File: config.mk
export PLATFORM = sky130hd
export DESIGN_NAME = mf5_window
export DESIGN_NICKNAME = d
export VERILOG_FILES = /design/src/hw/rtl/mf5_pkg.sv /design/src/hw/rtl/mf5_window.sv
export SDC_FILE = /design/constraint.sdc
export NUM_CORES = 2
export LEC_CHECK = 0
export BUFFER_PORTS_ARGS = -buffer_cell sky130_fd_sc_hd__buf_2
export CAP_MARGIN = 20
export CORE_MARGIN = 1.5
export CORE_UTILIZATION = 40
export CTS_CLUSTER_DIAMETER = 200
export CTS_CLUSTER_SIZE = 8
export DETAILED_ROUTE_END_ITERATION = 7
export GPL_TIMING_DRIVEN = 0
export HOLD_SLACK_MARGIN = 0.15
export PLACE_DENSITY_LB_ADDON = 0.08
export SETUP_SLACK_MARGIN = 0.02
export SYNTH_ARGS = -nofsm -noshare
export SYNTH_HDL_FRONTEND = slang
export SYNTH_SLANG_ARGS = --single-unit
export TNS_END_PERCENT = 30
File: constraint.sdc
create_clock -name i_clk -period 32.5 [get_ports i_clk]
set_clock_uncertainty 0.05 [all_clocks]
set_input_delay 3.25 -clock i_clk [delete_from_list [all_inputs] [get_ports i_clk]]
set_output_delay 3.25 -clock i_clk [all_outputs]
set_load 0.05 [all_outputs]
File: src/hw/rtl/mf5_pkg.sv
package mf5_pkg;

    // window geometry and sample width
    localparam int WIN = 5;
    localparam int DW  = 8;

    // output queue depth
    localparam int FIFO_DEPTH = 8;
    localparam int FIFO_AW    = 3;

    // configuration register indexes
    typedef enum logic [1:0] {
        CFG_IMAGE_WIDTH   = 2'd0,
        CFG_IMAGE_HEIGHT  = 2'd1,
        CFG_CHANNEL_COUNT = 2'd2,
        CFG_UNUSED        = 2'd3
    } t_cfg_index;

    // input opcodes
    localparam logic OP_SAMPLE = 1'b0;
    localparam logic OP_DRAIN  = 1'b1;

    // per-position control travelling with the window pipeline
    typedef struct packed {
        logic                  emit;
        logic                  row_end;
        logic                  frame_end;
        logic [WIN-1:0]        col_ok;
        logic [WIN-1:0]        tap_smp;
        logic [WIN-1:0][1:0]   tap_line;
        logic [DW-1:0]         sample;
    } t_meta;

    // one result item
    typedef struct packed {
        logic          frame_end;
        logic          row_end;
        logic [DW-1:0] value;
    } t_result;

endpackage

File: src/hw/rtl/mf5_window.sv
module mf5_window #(
    parameter int MAX_CHANNELS = 4
) (
    input  logic            i_clk,
    input  logic            i_rst_n,
    input  logic            i_valid,
    input  mf5_pkg::t_meta  i_meta,
    input  logic [31:0]     i_line_word,
    input  logic [2:0]      i_step,
    output logic [1:0]      o_pend,
    output logic            o_valid,
    output mf5_pkg::t_result o_result
);
    import mf5_pkg::*;

    localparam int CHAIN = WIN * MAX_CHANNELS;

    logic [DW-1:0] r_win [WIN][CHAIN];
    logic [DW-1:0] n_tap [WIN];
    logic          r_v2, r_v3;
    t_meta         r_meta2, r_meta3;
    logic [DW-1:0] r_cmin [WIN];
    logic [DW-1:0] r_cmax [WIN];
    logic [DW-1:0] n_cmin [WIN];
    logic [DW-1:0] n_cmax [WIN];
    logic [DW-1:0] s_mn, s_mx;
    logic [DW:0]   s_sum;

    // new column of taps: line store or the incoming sample
    always_comb begin
        for (int t = 0; t < WIN; t++) begin
            if (i_meta.tap_smp[t]) begin
                n_tap[t] = i_meta.sample;
            end else begin
                n_tap[t] = i_line_word[{i_meta.tap_line[t], 3'b000} +: 8];
            end
        end
    end

    // shift chains, one per window row
    always_ff @(posedge i_clk) begin
        if (!i_rst_n) begin
            for (int t = 0; t < WIN; t++) begin
                for (int i = 0; i < CHAIN; i++) begin
                    r_win[t][i] <= '0;
                end
            end
        end else if (i_valid) begin
            for (int t = 0; t < WIN; t++) begin
                r_win[t][0] <= n_tap[t];
                for (int i = 1; i < CHAIN; i++) begin
                    r_win[t][i] <= r_win[t][i-1];
                end
            end
        end
    end

    // per-column min and max, columns spaced by the channel stride
    always_comb begin
        logic [DW-1:0] v;
        v = '0;
        for (int hh = 0; hh < WIN; hh++) begin
            n_cmin[hh] = '1;
            n_cmax[hh] = '0;
            for (int t = 0; t < WIN; t++) begin
                v = r_win[t][0];
                for (int s = 1; s <= MAX_CHANNELS; s++) begin
                    if (i_step == 3'(s)) begin
                        v = r_win[t][(WIN-1-hh)*s];
                    end
                end
                if (r_meta2.col_ok[hh]) begin
                    if (v < n_cmin[hh]) n_cmin[hh] = v;
                    if (v > n_cmax[hh]) n_cmax[hh] = v;
                end
            end
        end
    end

    // stage registers
    always_ff @(posedge i_clk) begin
        if (!i_rst_n) begin
            r_v2 <= 1'b0;
            r_v3 <= 1'b0;
        end else begin
            r_v2 <= i_valid;
            r_v3 <= r_v2;
        end
    end

    always_ff @(posedge i_clk) begin
        r_meta2 <= i_meta;
        r_meta3 <= r_meta2;
        for (int hh = 0; hh < WIN; hh++) begin
            r_cmin[hh] <= n_cmin[hh];
            r_cmax[hh] <= n_cmax[hh];
        end
    end

    // reduce columns and round the midpoint
    always_comb begin
        s_mn = '1;
        s_mx = '0;
        for (int hh = 0; hh < WIN; hh++) begin
            if (r_cmin[hh] < s_mn) s_mn = r_cmin[hh];
            if (r_cmax[hh] > s_mx) s_mx = r_cmax[hh];
        end
        s_sum = {1'b0, s_mn} + {1'b0, s_mx} + 9'd1;
    end

    assign o_valid            = r_v3 && r_meta3.emit;
    assign o_result.value     = s_sum[DW:1];
    assign o_result.row_end   = r_meta3.row_end;
    assign o_result.frame_end = r_meta3.frame_end;
    assign o_pend             = {1'b0, r_v2} + {1'b0, r_v3};
endmodule

# [Word-level counts from Yosys, hierarchy flattened]
# Memories as Yosys holds them, arrays and structs flattened.
# Index checks and enable logic that the tools add are counted.
# W data, S select, Z words.
[totals] register_bits=13 ram_bits=880 in_bits=69 output_inout_bits=13 n_memories=3
[op_classes] n_addsub=3 order_cmp=60 eq_ne=4 shifts=5 mux=299 bitwise_logic=100 n_reduce_logical=1
[mem_list] name="r_win" words=5 width=160 read_ports=5 rd_ports_with_merged_regs=0 write_ports=5 line="mf5_window.sv:18" source="logic [DW-1:0] r_win [WIN][CHAIN];"
[mem_list] name="r_cmax" words=5 width=8 read_ports=5 rd_ports_with_merged_regs=0 write_ports=5 line="mf5_window.sv:23" source="logic [DW-1:0] r_cmax [WIN];"
[mem_list] name="r_cmin" words=5 width=8 read_ports=5 rd_ports_with_merged_regs=0 write_ports=5 line="mf5_window.sv:22" source="logic [DW-1:0] r_cmin [WIN];"
[op_table] operator="$mux W8" n=295
[op_table] operator="$gt A8 B8 Y1" n=24
[op_table] operator="$lt A8 B8 Y1" n=24
[op_table] operator="$shiftx A32 B6 Y8" n=5
[op_table] operator="$or A1 B1 Y1" n=100
[op_table] operator="$gt A8 B1 Y1 const B" n=6
[op_table] operator="$lt A8 B8 Y1 const B" n=6
[op_table] operator="$add A8 B8 Y9" n=1
[op_table] operator="$add A9 B1 Y9 const B" n=1
[op_table] operator="$eq A3 B2 Y1 const B" n=2
[op_table] operator="$mux W1" n=4
[op_table] operator="$eq A3 B1 Y1 const B" n=1
[op_table] operator="$eq A3 B3 Y1 const B" n=1
[op_table] operator="$add A1 B1 Y2" n=1
[op_table] operator="$logic_and A1 B1 Y1" n=1

# [Depth between registers and ports, before layout]
[logic_depth] ltp_word=20 depth_mapped=50

# [Worst setup path after synthesis]
# No wires, ideal clock.
[synth_timing] path_kind="input port to flip-flop" from="in i_valid" to="mem r_win[0][100] (netlist name) (enable)" setup_time_ns=1.174 arrival_ns=19.717 required_ns=31.276 slack_ns=11.560 stages=2 path_buffers=1 path_cell_list="clkbuf_1 > nand2b_1"
[synth_lines] item="from (decl)" line="mf5_window.sv:6" source="input logic i_valid,"
[synth_lines] item="to (decl)" line="mf5_window.sv:18"

==> flow_summary.yaml <==
timing:
  relSlewSlack: 0.160
  whs_ns: 0.274
  setup_viol: 0
  max_freq_mhz: 67.2
  fin_setup_tns_ns: 0
  hold_viol_final: 0
  grt_setup_unrepaired: "no"
  post-route-min-period_ns: 14.88
  finalCritPeriodShare: 0.458
  slew_viol_final: 0
  tightest_slew_ns: 1.22
pwr:
  leakagePower_nw: 25.9
  power_switching_mw: 2.12
  powerDensity_mw_per_mm2: 83.3
  internal_power_mw: 2.62
  seqPwrFrac: 0.263
  share_comb_of_total_power: 0.514
  clock_power_share: 0.223
  ir_drop_mv: 0.441
  swShare: 0.448
worst_setup_path:
  cp.required_ns: 33.09
  cp_max_fo: 10
  critPathCaptureType: "register"
  cp_top_family: "compound AO/OA/AOI/OAI gates"
  slowest_stage: "a31oi_1"
  worstSetupStartpointType: "input pin"
  crit_path_max_incr_delay_ns: 0.93
  arrival_ns: 15.47
  worstSetupPathType: "input pin to register"
  path_buf_inv: 8
die:
  rows: 130
  die_area_mm2: 0.129
  initial_core_util: 0.404
  num_io_pins: 82
  dieWidth_um: 360
  die_h_um: 360
  core_area_mm2: 0.126
synthesis:
  ys_ff_latch: 773
  ys.flop_type: "edfxtp_1"
  synth_edf_count: 680
  ys_warn_count: 0
  synth_seq_area_share: 0.437
  ys_types: 94
  synth_area_mm2: 0.0509
  syn-num-nets: 5289
  synth-async-reset-ratio: 0
  syn_area_per_cell_um2: 10.5
  syn_inst: 4851
global_route:
  gr-total-overflow: 0
  grt_pass1_vias: 40664
  grtUsageMet1: 0.422
  grt_util_met3: 0.0636
  track_usage: 0.310
  met2_usage: 0.482
  grt_max_degree: 70
  grt-busiest-layer: "met2"
  grt_pass1_wl_mm: 291
  antenna_found_initial: 18
drt:
  routed_wl_mm: 205
  post_drt_wl_per_cell_um: 30.3
  num_vias: 42568
  drc: 0
  initialDrtViolationCount: 5118
  first_pass_iters: 6
  avgViaCountPerCell: 6.28
  antenna_left: 0
cts:
  clockBufferDepth: 3
  hold_buffers: 0
  clk_latency_ns: 0.75
  h-tree-depth: 3
  cts_buffers: 106
  clock-sinks: 773
  post-cts-setup-buffer-count: 0
  cts_tree: "built"
  cts_resized: 0
  cts.clk_slew.worst_paths_ns: 0.05
  ctsRootBufferMaster: "clkbuf_16"
finish:
  drive_gt1_frac: 0.101
  fillers: 11927
  multi_input_area_mm2: 0.0262
  ff_latch_area_mm2: 0.0223
  area_growth_pct: 11.8
  nNetsFinal: 5492
run:
  maxCapViolCount: 0
placed_design:
  dp_hpwl_mm: 163
  gp_congestion: 0.997
  numPortBuffers: 66
min_path:
  hold_class: "register to register"
outcome:
  status: "completed"
## power groups by stage
stage / clock [mW] / combinational (mW) / sequential [mW]
global placement: 0 / 2.39 / 1.31
global route: 1.11 / 2.67 / 1.25
floorplan: 0 / 1.84 / 1.25
finish: 1.06 / 2.44 / 1.25
detailed placement: 0 / 2.42 / 1.26
CTS: 1.07 / 2.43 / 1.24
## area by class of cell
class                           count  share of cell area
Antenna cell                        5            0.000220
Buffer                            370              0.0284
Clock buffer                      173              0.0514
Clock inverter                      7             0.00253
Inverter                          235              0.0155
Multi-Input combinational cell   3473               0.460
Sequential cell                   773               0.391
Tap cell                         1650              0.0363
Timing Repair Buffer               95              0.0144
## synth_stat cells, types with 41 or more instances
cell      instances  share of area
nor3_1           41         0.0040
a221oi_1        113          0.019
ha_1            368          0.090
clkbuf_1        264          0.019
a21o_1           99          0.015
mux2_2          113          0.025
o21ai_0         147          0.014
o22ai_1         138          0.017
a21oi_1         206          0.020
o21a_1           52         0.0077
nor2_1          241          0.018
a211oi_1         41         0.0060
inv_1           232          0.017
dfxtp_1          93          0.037
and3_1          652          0.080
and2_1           75         0.0092
nand2b_1         58         0.0071
nand2_1         201          0.015
nor2b_1          52         0.0064
mux2i_1         320          0.063
mux4_2           42          0.019
edfxtp_1        680           0.40
nand3_1          65         0.0064
buf_2            43         0.0042
nand4_1          42         0.0052
## per-layer routing
metal	routed length, um	share of wire
met4	8500	0.041
met1	87300	0.42
met5	92	0.00045
met2	91000	0.44
met3	18500	0.090
## flip-flops by register name, indices dropped and copies added, names as in the netlist
register and count:
o_result 2, r_cmax 40, r_cmin 40, r_meta2 8, r_meta3 1, r_v2 1
r_v3 1, r_win 680
## cells by family (layout without fill, tap and decap cells)
group	count (synthesis)	in the layout	synth area share
other	0	5	0
multiplexers	476	476	0.107
flip-flops	773	773	0.437
AND/OR/NAND/NOR	1551	1551	0.168
AO/OA/AOI/OAI	1072	1072	0.147
XOR/XNOR	5	5	0.000860
buffers and inverters	605	880	0.0490
adder cells (fa/ha/maj)	369	369	0.0908
## cells in the final DEF, fill, tap and decap left out, types with 29 or more instances in the layout
master and n:
a211oi_1 41, a21o_1 99, a21oi_1 206, a221oi_1 113
a31oi_1 34, and2_1 75, and3_1 652, buf_1 29
buf_2 110, buf_4 31, clkbuf_1 330, clkbuf_16 107
dfxtp_1 93, edfxtp_1 680, ha_1 368, inv_1 232
mux2_2 113, mux2i_1 320, mux4_2 42, nand2_1 201
nand2b_1 57, nand3_1 65, nand4_1 42, nor2_1 241
nor2b_1 52, nor3_1 41, nor3b_1 30, o211ai_1 34
o21a_1 52, o21ai_0 145, o22ai_1 138, or2_2 37
## worst paths after layout
| check | start | endpoint | slack [ns] | cells after the start |
|---|---|---|---|---|
| worst min register to register | r_meta2[30]$_DFF_P_ | r_meta3[30]$_DFF_P_ | 0.27 | 0 |
| worst max register to register | r_win[0][154]$_SDFFCE_PN0P_ | r_cmax[0][2]$_DFF_P_ | 20.82 | 40 |
| worst min-delay path | r_meta2[30]$_DFF_P_ | r_meta3[30]$_DFF_P_ | 0.27 | 0 |
| worst max-delay path | i_step[1] | r_cmax[0][2]$_DFF_P_ | 17.62 | 43 |
## metrics by stage
| stage | power, mW | util | worst slack (ns) | instance area (um^2) | instances |
|---|---|---|---|---|---|
| floorplan | 3.08 | - | 11.56 | 50900 | 4851 |
| CTS | 4.75 | 0.451 | 18.10 | 56900 | 6775 |
| global route | 5.04 | 0.452 | 16.95 | 56900 | 6777 |
| finish | 4.74 | 0.452 | 17.62 | 56900 | 6781 |
| detailed placement | 3.68 | 0.427 | 17.37 | 53800 | 6595 |
| global placement | 3.70 | 0.423 | 3.69 | 53300 | 6567 |
No activity file was read; power rests on OpenSTA's default activity.
