[src/hw/rtl/mf5_pkg.sv]
package mf5_pkg;

    // window geometry and sample width
    localparam int WIN = 5;
    localparam int DW  = 8;

    // output queue depth
    localparam int FIFO_DEPTH = 8;
    localparam int FIFO_AW    = 3;

    // configuration register indexes
    typedef enum logic [1:0] {
        CFG_IMAGE_WIDTH   = 2'd0,
        CFG_IMAGE_HEIGHT  = 2'd1,
        CFG_CHANNEL_COUNT = 2'd2,
        CFG_UNUSED        = 2'd3
    } t_cfg_index;

    // input opcodes
    localparam logic OP_SAMPLE = 1'b0;
    localparam logic OP_DRAIN  = 1'b1;

    // per-position control travelling with the window pipeline
    typedef struct packed {
        logic                  emit;
        logic                  row_end;
        logic                  frame_end;
        logic [WIN-1:0]        col_ok;
        logic [WIN-1:0]        tap_smp;
        logic [WIN-1:0][1:0]   tap_line;
        logic [DW-1:0]         sample;
    } t_meta;

    // one result item
    typedef struct packed {
        logic          frame_end;
        logic          row_end;
        logic [DW-1:0] value;
    } t_result;

endpackage

[src/hw/rtl/mf5_out_fifo.sv]
module mf5_out_fifo (
    input  logic             i_clk,
    input  logic             i_rst_n,
    input  logic             i_push,
    input  mf5_pkg::t_result i_data,
    output logic             o_valid,
    input  logic             i_ready,
    output mf5_pkg::t_result o_data,
    output logic [mf5_pkg::FIFO_AW:0] o_count
);
    import mf5_pkg::*;

    t_result              r_mem [FIFO_DEPTH];
    logic [FIFO_AW-1:0]   r_wr, r_rd;
    logic [FIFO_AW:0]     r_count;
    logic                 s_pop;

    assign s_pop   = o_valid && i_ready;
    assign o_valid = (r_count != '0);
    assign o_data  = r_mem[r_rd];
    assign o_count = r_count;

    // storage
    always_ff @(posedge i_clk) begin
        if (i_push) begin
            r_mem[r_wr] <= i_data;
        end
    end

    // pointers and fill level
    always_ff @(posedge i_clk) begin
        if (!i_rst_n) begin
            r_wr    <= '0;
            r_rd    <= '0;
            r_count <= '0;
        end else begin
            if (i_push) r_wr <= r_wr + 1'b1;
            if (s_pop)  r_rd <= r_rd + 1'b1;
            if (i_push && !s_pop) begin
                r_count <= r_count + 1'b1;
            end else if (!i_push && s_pop) begin
                r_count <= r_count - 1'b1;
            end
        end
    end
endmodule

[config.mk]
export PLATFORM = sky130hd
export DESIGN_NAME = mf5_out_fifo
export DESIGN_NICKNAME = d
export VERILOG_FILES = /design/src/hw/rtl/mf5_pkg.sv /design/src/hw/rtl/mf5_out_fifo.sv
export SDC_FILE = /design/constraint.sdc
export NUM_CORES = 1
export LEC_CHECK = 0
export ABC_AREA = 1
export BUFFER_PORTS_ARGS = -buffer_cell sky130_fd_sc_hd__buf_2
export CAP_MARGIN = 20
export CORE_ASPECT_RATIO = 0.9
export CORE_MARGIN = 1.5
export CORE_UTILIZATION = 35
export CTS_BUF_LIST = sky130_fd_sc_hd__clkbuf_2
export CTS_CLUSTER_DIAMETER = 40
export DETAILED_ROUTE_END_ITERATION = 7
export GPL_TIMING_DRIVEN = 0
export PLACE_DENSITY = 0.55
export SYNTH_ARGS = -nofsm -noshare
export SYNTH_HDL_FRONTEND = slang
export SYNTH_SLANG_ARGS = --single-unit
[constraint.sdc]
create_clock -name i_clk -period 1.95 [get_ports i_clk]
set_input_delay 0 -clock i_clk [delete_from_list [all_inputs] [get_ports i_clk]]
set_output_delay 0 -clock i_clk [all_outputs]
set_load 0.01 [all_outputs]
# Word-level counts from Yosys, hierarchy flattened
# Memories as Yosys holds them, arrays and structs flattened. A register that Yosys moved wholly into a read port is not among the register bits.
# Cells that the tools add are included.
# word_totals
regBits	10
latchBits	0
ramBits	80
mem_bits_ro	0
inputBits	14
out_inout_bits	15
word_cells	21
n_memories	1
# memory_table
name	words	word_bits	read_ports	rd_ports_with_merged_regs	write_ports	line_no	source
r_mem	8	10	1	1	1	mf5_out_fifo.sv:13	t_result r_mem [FIFO_DEPTH];
# op_classes
n_addsub	4
mul	0
div_mod_pow	0
order_cmp	0
eq_ne	0
shifts	0
n_mux	6
bitwise_logic	0
reduce_logical	7
# op_table
cell	count
$mux W4	2
$add A3 B1 Y3 const B	2
$mux W3	2
$add A4 B1 Y4 const B	1
$reduce_bool A4 Y1	1
$sub A4 B1 Y4 const B	1
$logic_and A1 B1 Y1	3
$logic_not A1 Y1	2
$mux W1	2
$reduce_bool A2 Y1	1

# Longest topological paths before layout
# Gate-level depths: netlist (run 1).
# logic_depth
depth_word	5
depth_mapped	13
ltp_nobuf	13

# Worst setup path before layout (run 1)
# Ideal clock, no wire load.
# synth_timing
path_kind	register to register
from	register r_count[1] (netlist: o_count[1])
to	register r_count[3] (netlist: o_count[3])
setup_time_ps	109
t_arrival_ps	1735
t_required_ps	1841
path_slack_ps	106
path_stages_with_launch	12
n_path_buf	0
synth_period_minus_slack_ps	1844
cell_sequence	dfxtp_1 -> nor2_1 -> nand3_2 -> nand2_1 -> ha_1 -> inv_1 -> ha_1 -> or2_1 -> nand3_1 -> nand3_1 -> nand2_1 -> inv_1
# synth_between
elab_chain_cells	5
elab_cells_between_ends	10
classes_between	add/sub: 2; mux: 2; reduce/logical: 6
# synth_rtl
element	line_no	source
from (decl)	mf5_out_fifo.sv:15	logic [FIFO_AW:0] r_count;
from (signal assigned)	mf5_out_fifo.sv:40	r_count <= r_count + 1'b1;
from (signal assigned)	mf5_out_fifo.sv:42	r_count <= r_count - 1'b1;
$reduce_bool A4 Y1 (*)	mf5_out_fifo.sv:19	assign o_valid = (r_count != '0);
net o_valid	mf5_out_fifo.sv:6	output logic o_valid,
$logic_and A1 B1 Y1 (*)	mf5_out_fifo.sv:18	assign s_pop = o_valid && i_ready;
$logic_not A1 Y1	mf5_out_fifo.sv:39	if (i_push && !s_pop) begin
$logic_and A1 B1 Y1	mf5_out_fifo.sv:39	
$mux W4 / $reduce_bool A2 Y1 (equally long branches)	n/a	
# Mark *: on every way through the listed nets, which the timed path passes. The rest lies on a longest branch. The select of a mux whose other input is x is not followed.
# A chain may end at the register's enable or synchronous reset.

# Worst setup path after layout (run 1)
# layout_timing
from	register r_count[0] (netlist: o_count[0])
to	register r_count[3] (netlist: o_count[3])
# layout_between
elab_chain_cells	5
elab_cells_between_ends	10
classes_between	add/sub: 2; mux: 2; reduce/logical: 6
# layout_rtl
element
parallel branches: the longest is 5 deep, another holds $sub A4 B1 Y4
# Parallel ways; which one is timed is not known. The select of a mux whose other input is x is not followed.

==> impl_metrics.csv, run 1 <==
group,metric,value,unit
run_status,outcome,"finished, final reports clean",
clock_tree,clk_latency,0.55,ns
routing,firstDrtPassIters,4,
yosys,synth_area,3872,um^2
sta,finalHoldViolCount,0,
finish,num_antenna_cells,0,
critical_path,rr_endpoint,"o_count[3]",
sta,rsz0062_at_grt,"false",
routing,drtAntennaViolNets,0,
sta,max_slew_margin,33.07,%
yosys,synth_seq_cells,93,
floorplan,die_area,11710,um^2
yosys,synth_nets,375,
critical_path,crit_path_end_kind,"register",
critical_path,reg2reg_depth,11,
finish,multi_input_area,1052,um^2
floorplan,core_area,10810,um^2
clock_tree,clkTransAtPathRegs,0.25,ns
sta,post-route-period-util,94.30,%
finish,syn2layout_area_growth,16.48,%
routing,drcViolationCount,0,
finish,regArea,2668,um^2
sta,worst_slew_pin_slew,1.000,ns
finish,final_core_util,41.72,%
pwr,powerDensity,1120,nW/um^2
min_path,hold_depth,2,
pwr,total_power,0.005054,W
sta,fin_crit,1.839,ns
routing,vias_per_cell,4.619,
min_path,worstHoldEndpoint,"r_mem[6][9]",
min_path,min-delay-start,"i_data[9]",
min_path,hold_class,"input pin to register",
flow_run,maxCapViolations,0,
pwr,ir_drop,662.0,uV
pwr,p_leak,1.747,nW
critical_path,startpoint_type,"register",
finish,fillers,1016,
placed_design,gp_congestion,0.7139,
yosys,synth_cell_types,18,
yosys,syn_inst,355,
critical_path,arrival,2.32,ns
routing,drt_iter0_markers,163,
floorplan,ioPinCount,29,
finish,nets,431,
grt,antenna_found_initial,0,
clock_tree,cts_buffers,9,
critical_path,r2r_slack,0.11,ns
critical_path,r2r-start,"o_count[0]",
placed_design,place_ws,0.02424,ns
routing,vias,2536,
routing,wl_per_cell,14.71,um
yosys,ys_seq_area_share,68.76,%
floorplan,start_util,35.82,%
sta,fin_setup_tns,0,ns
yosys,synth_area_per_cell,10.91,um^2
floorplan,dieHeight,102.8,um
clock_tree,cts-root-buf,"clkbuf_2",
sta,holdWs,0.2473,ns
sta,fmax,543.8,MHz
floorplan,die_w,113.9,um
yosys,netlist.area_leader.share,62.04,%
grt,overflow,0,
sta,setup_viol,0,
placed_design,detailed_place_hpwl,5.249,mm
finish,drive_above_1_share,17.55,%
sta,slew_violations,0,
floorplan,std_cell_rows,36,
critical_path,cp.required,2.43,ns
clock_tree,htreeDepth,3,
routing,postRouteWirelength,8.077,mm
critical_path,critical_path.max_fanout,4,
clock_tree,cts_tree,"built",
yosys,synth.top_cells.by_area,"edfxtp_1 (62%), nor2_1 (9.3%), dfxtp_1 (6.7%)",
grt,grt_use_total,14.85,%
grt,grt_pass1_vias,2402,
yosys,yosysWarnings,0,
critical_path,path_class,"register to register",
grt,grt_first_pass_wirelength,12.54,mm
grt,grt_max_degree,17,
clock_tree,clockBufferDepth,2,
sta,setup_ws,0.1112,ns
yosys,synth_area_leader_cell,"edfxtp_1",
placed_design,port_buffers,28,
clock_tree,cts.sinks,93,
sta,finClkSkew,0.02536,ns
## layout make-up
type	instances	share of cell area (%)
Inverter	14	1.165
Multi-Input combinational cell	234	23.33
Sequential cell	93	59.14
Timing Repair Buffer	45	6.657
Clock inverter	6	2.136
Buffer	14	2.774
Clock buffer	10	1.110
Tap cell	133	3.689
## layer usage
metal / wire, um / up-vias / GRT usage [%]
li1: - / 1300 / -
met1: 3969 / 1166 / 19.24
met2: 3613 / 59 / 23.77
met3: 334 / 11 / 4.056
met4: 159 / 0 / 6.346
met5: 0 / - / 0
## state kept, by name, summed over array words and instances, names as in the netlist, named ones only
register / count
r_rd: 3
o_count: 4
r_wr: 3
r_mem: 80
## report_power, final
group / leakage [nW] / internal (W) / switching, W
clock: 0.0842 / 0.000442 / 0.000659
sequential: 0.835 / 0.00227 / 0.0000693
combinational: 0.828 / 0.000654 / 0.000959
## cell usage after synthesis (all sizes together)
master	instances
inv	14
a21oi	8
nand2	69
dfxtp	13
o21ai	45
nand3	6
edfxtp	80
fa	1
or2	2
buf	14
xor2	2
nor2	96
ha	5
## worst max-delay path by stage
stage | slack, ns | cells after the start | startpoint | end
after detailed placement | 0.02 | 11 | o_count[1] | o_count[3]
after floorplan | 0.11 | 11 | o_count[1] | o_count[3]
after CTS | 0.01 | 12 | o_count[0] | o_count[3]
after global placement | 0.04 | 11 | o_count[1] | o_count[3]
final | 0.11 | 11 | o_count[0] | o_count[3]
after global routing | 0.001 | 12 | o_count[2] | o_count[3]
## critical path, stage by stage, from the launching register on
cell and delay, ns:
dfxtp_1 0.48, inv_2 0.07, nand3_2 0.10, nand2_2 0.07
ha_1 0.19, inv_1 0.16, ha_4 0.23, or2_1 0.22
nand3_1 0.08, nand3_1 0.07, nand2_1 0.06, inv_1 0.03
## cells by family (layout without fill, tap and decap cells)
family	after synthesis	count (layout)	share of synthesized area, %
adders and majority gates	6	6	2.132
and+or+nand+nor	173	173	17.22
buffers and inverters	28	89	4.588
DFF	93	93	68.76
AOI/OAI and AO/OA	53	53	6.850
xor gates and xnor gates	2	2	0.4524
## cell usage in the layout, fill, tap and decap left out, types with 4 or more instances in the layout
master,Yosys,layout
dfxtp_1,13,11
dlygate4sd3_1,0,13
clkbuf_2,0,10
inv_2,5,5
nand2_1,69,67
buf_4,0,4
a21oi_1,8,8
inv_1,9,9
ha_1,5,4
buf_2,4,32
nor2_1,96,95
o21ai_1,44,44
buf_6,9,9
nand3_1,5,5
edfxtp_1,80,80
## timing repair
item                       CTS  global route
setup endpoints to repair    1             4
resized for setup            2             5
hold buffers                13             0
pin swaps                    0             2
setup buffers                1             2
hold endpoints to repair    93             0
## metrics by stage
step | instance area [um^2] | std cells
6_report | 4511 | 549
5_1_grt | 4511 | 549
3_3_place_gp | 4179 | 516
2_1_floorplan | 3872 | 355
4_1_cts | 4467 | 546
3_5_place_dp | 4179 | 516
Note: power is estimated with default switching activity, not from simulation.
==> run 2, diff against run 1 <==
Settings changed: CORE_UTILIZATION 35 to 53, PLACE_DENSITY 0.55 to 0.76.
==> impl_metrics.csv, run 2 (synthesis gave the netlist of run 1 again) <==
group,metric,value,unit
critical_path,startpoint_type,"register",
clock_tree,cts_tree,"built",
clock_tree,htreeDepth,3,
floorplan,die_w,93.10,um
sta,max_slew_margin,31.34,%
flow_run,maxCapViolations,0,
clock_tree,cts.sinks,93,
pwr,p_clk_share,17.4,%
clock_tree,cts_buffers,9,
placed_design,port_buffers,28,
finish,nets,432,
critical_path,critical_path.max_fanout,6,
sta,fin_crit,1.868,ns
placed_design,gp_congestion,0.8059,
critical_path,crit_path_end_kind,"register",
pwr,p_sw,0.001672,W
finish,syn2layout_area_growth,14.22,%
critical_path,reg2reg_depth,11,
grt,grt_pass1_vias,2381,
pwr,ir_drop,1002,uV
critical_path,path_class,"register to register",
finish,num_antenna_cells,0,
critical_path,r2r-start,"o_count[1]",
grt,grt_first_pass_wirelength,11.84,mm
routing,drcViolationCount,0,
sta,finClkSkew,0.02378,ns
finish,largest_reg_flops,80,
min_path,hold_depth,2,
pwr,powerDensity,1086,nW/um^2
finish,drive_above_1_share,17.75,%
pwr,combPwrFrac,33.6,%
run_status,outcome,"finished, final reports clean",
sta,post-route-period-util,95.77,%
clock_tree,clk_latency,0.57,ns
clock_tree,clockBufferDepth,2,
min_path,min-delay-start,"i_data[8]",
floorplan,ioPinCount,29,
sta,fin_setup_tns,0,ns
finish,mostFrequentLayoutCell,"nor2_1",
finish,regMostFlops,"r_mem",
sta,slew_violations,0,
floorplan,std_cell_rows,29,
critical_path,cp.required,2.44,ns
sta,finalHoldViolCount,0,
routing,wl_per_cell,15.00,um
grt,antenna_found_initial,0,
pwr,internal_power,0.003130,W
sta,worst_slew_pin_slew,1.026,ns
floorplan,dieHeight,84.09,um
grt,overflow,0,
clock_tree,cts-root-buf,"clkbuf_2",
routing,vias,2579,
routing,drtAntennaViolNets,0,
sta,fmax,535.5,MHz
min_path,hold_class,"input pin to register",
routing,postRouteWirelength,7.648,mm
floorplan,start_util,54.73,%
pwr,switching_share,34.82,%
routing,drt_iter0_markers,184,
critical_path,rr_endpoint,"o_count[3]",
floorplan,core_area,7076,um^2
clock_tree,clkTransAtPathRegs,0.25,ns
finish,final_core_util,62.51,%
critical_path,cp-startpoint,"o_count[1]",
placed_design,placed_area,4129,um^2
finish,final_cell_area,4423,um^2
pwr,p_seq_share,48.9,%
sta,setup_viol,0,
grt,grt_max_degree,17,
min_path,worstHoldEndpoint,"r_mem[6][8]",
routing,firstDrtPassIters,4,
pwr,p_leak,1.727,nW
finish,final_cell_mix,"nor2_1 (95), edfxtp_1 (80), nand2_1 (68)",
critical_path,r2r_slack,0.08,ns
routing,vias_per_cell,5.057,
critical_path,arrival,2.36,ns
placed_design,detailed_place_hpwl,4.960,mm
grt,grt_use_total,20.90,%
floorplan,die_area,7829,um^2
[run 2: final cells by class]
class                      instances  area [um^2]
tap                               93        116.4
clock buffer                      10        50.05
inverter                          14        52.55
sequential                        93         2670
fill                             559         2653
timing repair buffer              46        310.3
clock inverter                     6        48.80
buffer                            14        125.1
multi-input combinational        234         1050
[run 2: worst max path at each step]
stage	to	slack, ns	depth (start not counted)
floorplan	o_count[3]	0.11	11
finish	o_count[3]	0.08	11
global route	o_count[3]	-0.005	11
global placement	o_count[3]	0.06	11
detailed placement	o_count[3]	0.01	11
CTS	o_count[3]	0.03	11
[run 2: stage by stage]
step / power [W] / instances / worst slack [ns] / hold slack, ns
detailed placement: 0.003846 / 476 / 0.009653 / 0.2891
global placement: 0.003803 / 476 / 0.06459 / 0.2842
global route: 0.005079 / 510 / -0.004643 / 0.2058
CTS: 0.004691 / 506 / 0.02598 / 0.2134
floorplan: 0.003408 / 355 / 0.1059 / 0.09887
finish: 0.004802 / 510 / 0.08243 / 0.2308
[run 2: power groups by stage]
| stage | logic [W] | registers (W) | clock network (W) |
|---|---|---|---|
| after floorplan | 0.00102 | 0.00239 | 0 |
| after global placement | 0.00143 | 0.00238 | 0 |
| after detailed placement | 0.00147 | 0.00238 | 0 |
| after CTS | 0.00151 | 0.00234 | 0.000848 |
| after global routing | 0.00180 | 0.00236 | 0.000910 |
| final | 0.00162 | 0.00235 | 0.000836 |
[run 2: layer usage]
metal | GRT usage, % | routed length (um) | vias to the layer above
met5 | 0 | 0 | -
met4 | 6.474 | 85 | 0
met3 | 5.829 | 426 | 7
met2 | 34.51 | 3817 | 58
met1 | 26.79 | 3319 | 1205
li1 | - | - | 1309
[run 2: timing repair]
action                                 CTS  global route
setup buffers                            0             4
gates resized for setup                  1             7
pin swaps                                0             2
endpoints found under the hold margin   93             0
hold buffers                            14             0
setup endpoints to repair                1             5
[run 2: worst max-delay path: stages (launching register included)]
cell and delay, ns:
dfxtp_4 0.41, nor2_2 0.13, nand3_2 0.14, nand2_2 0.12
ha_1 0.17, inv_1 0.13, ha_4 0.25, or2_1 0.22
nand3_1 0.09, nand3_1 0.08, nand2_1 0.06, inv_1 0.03
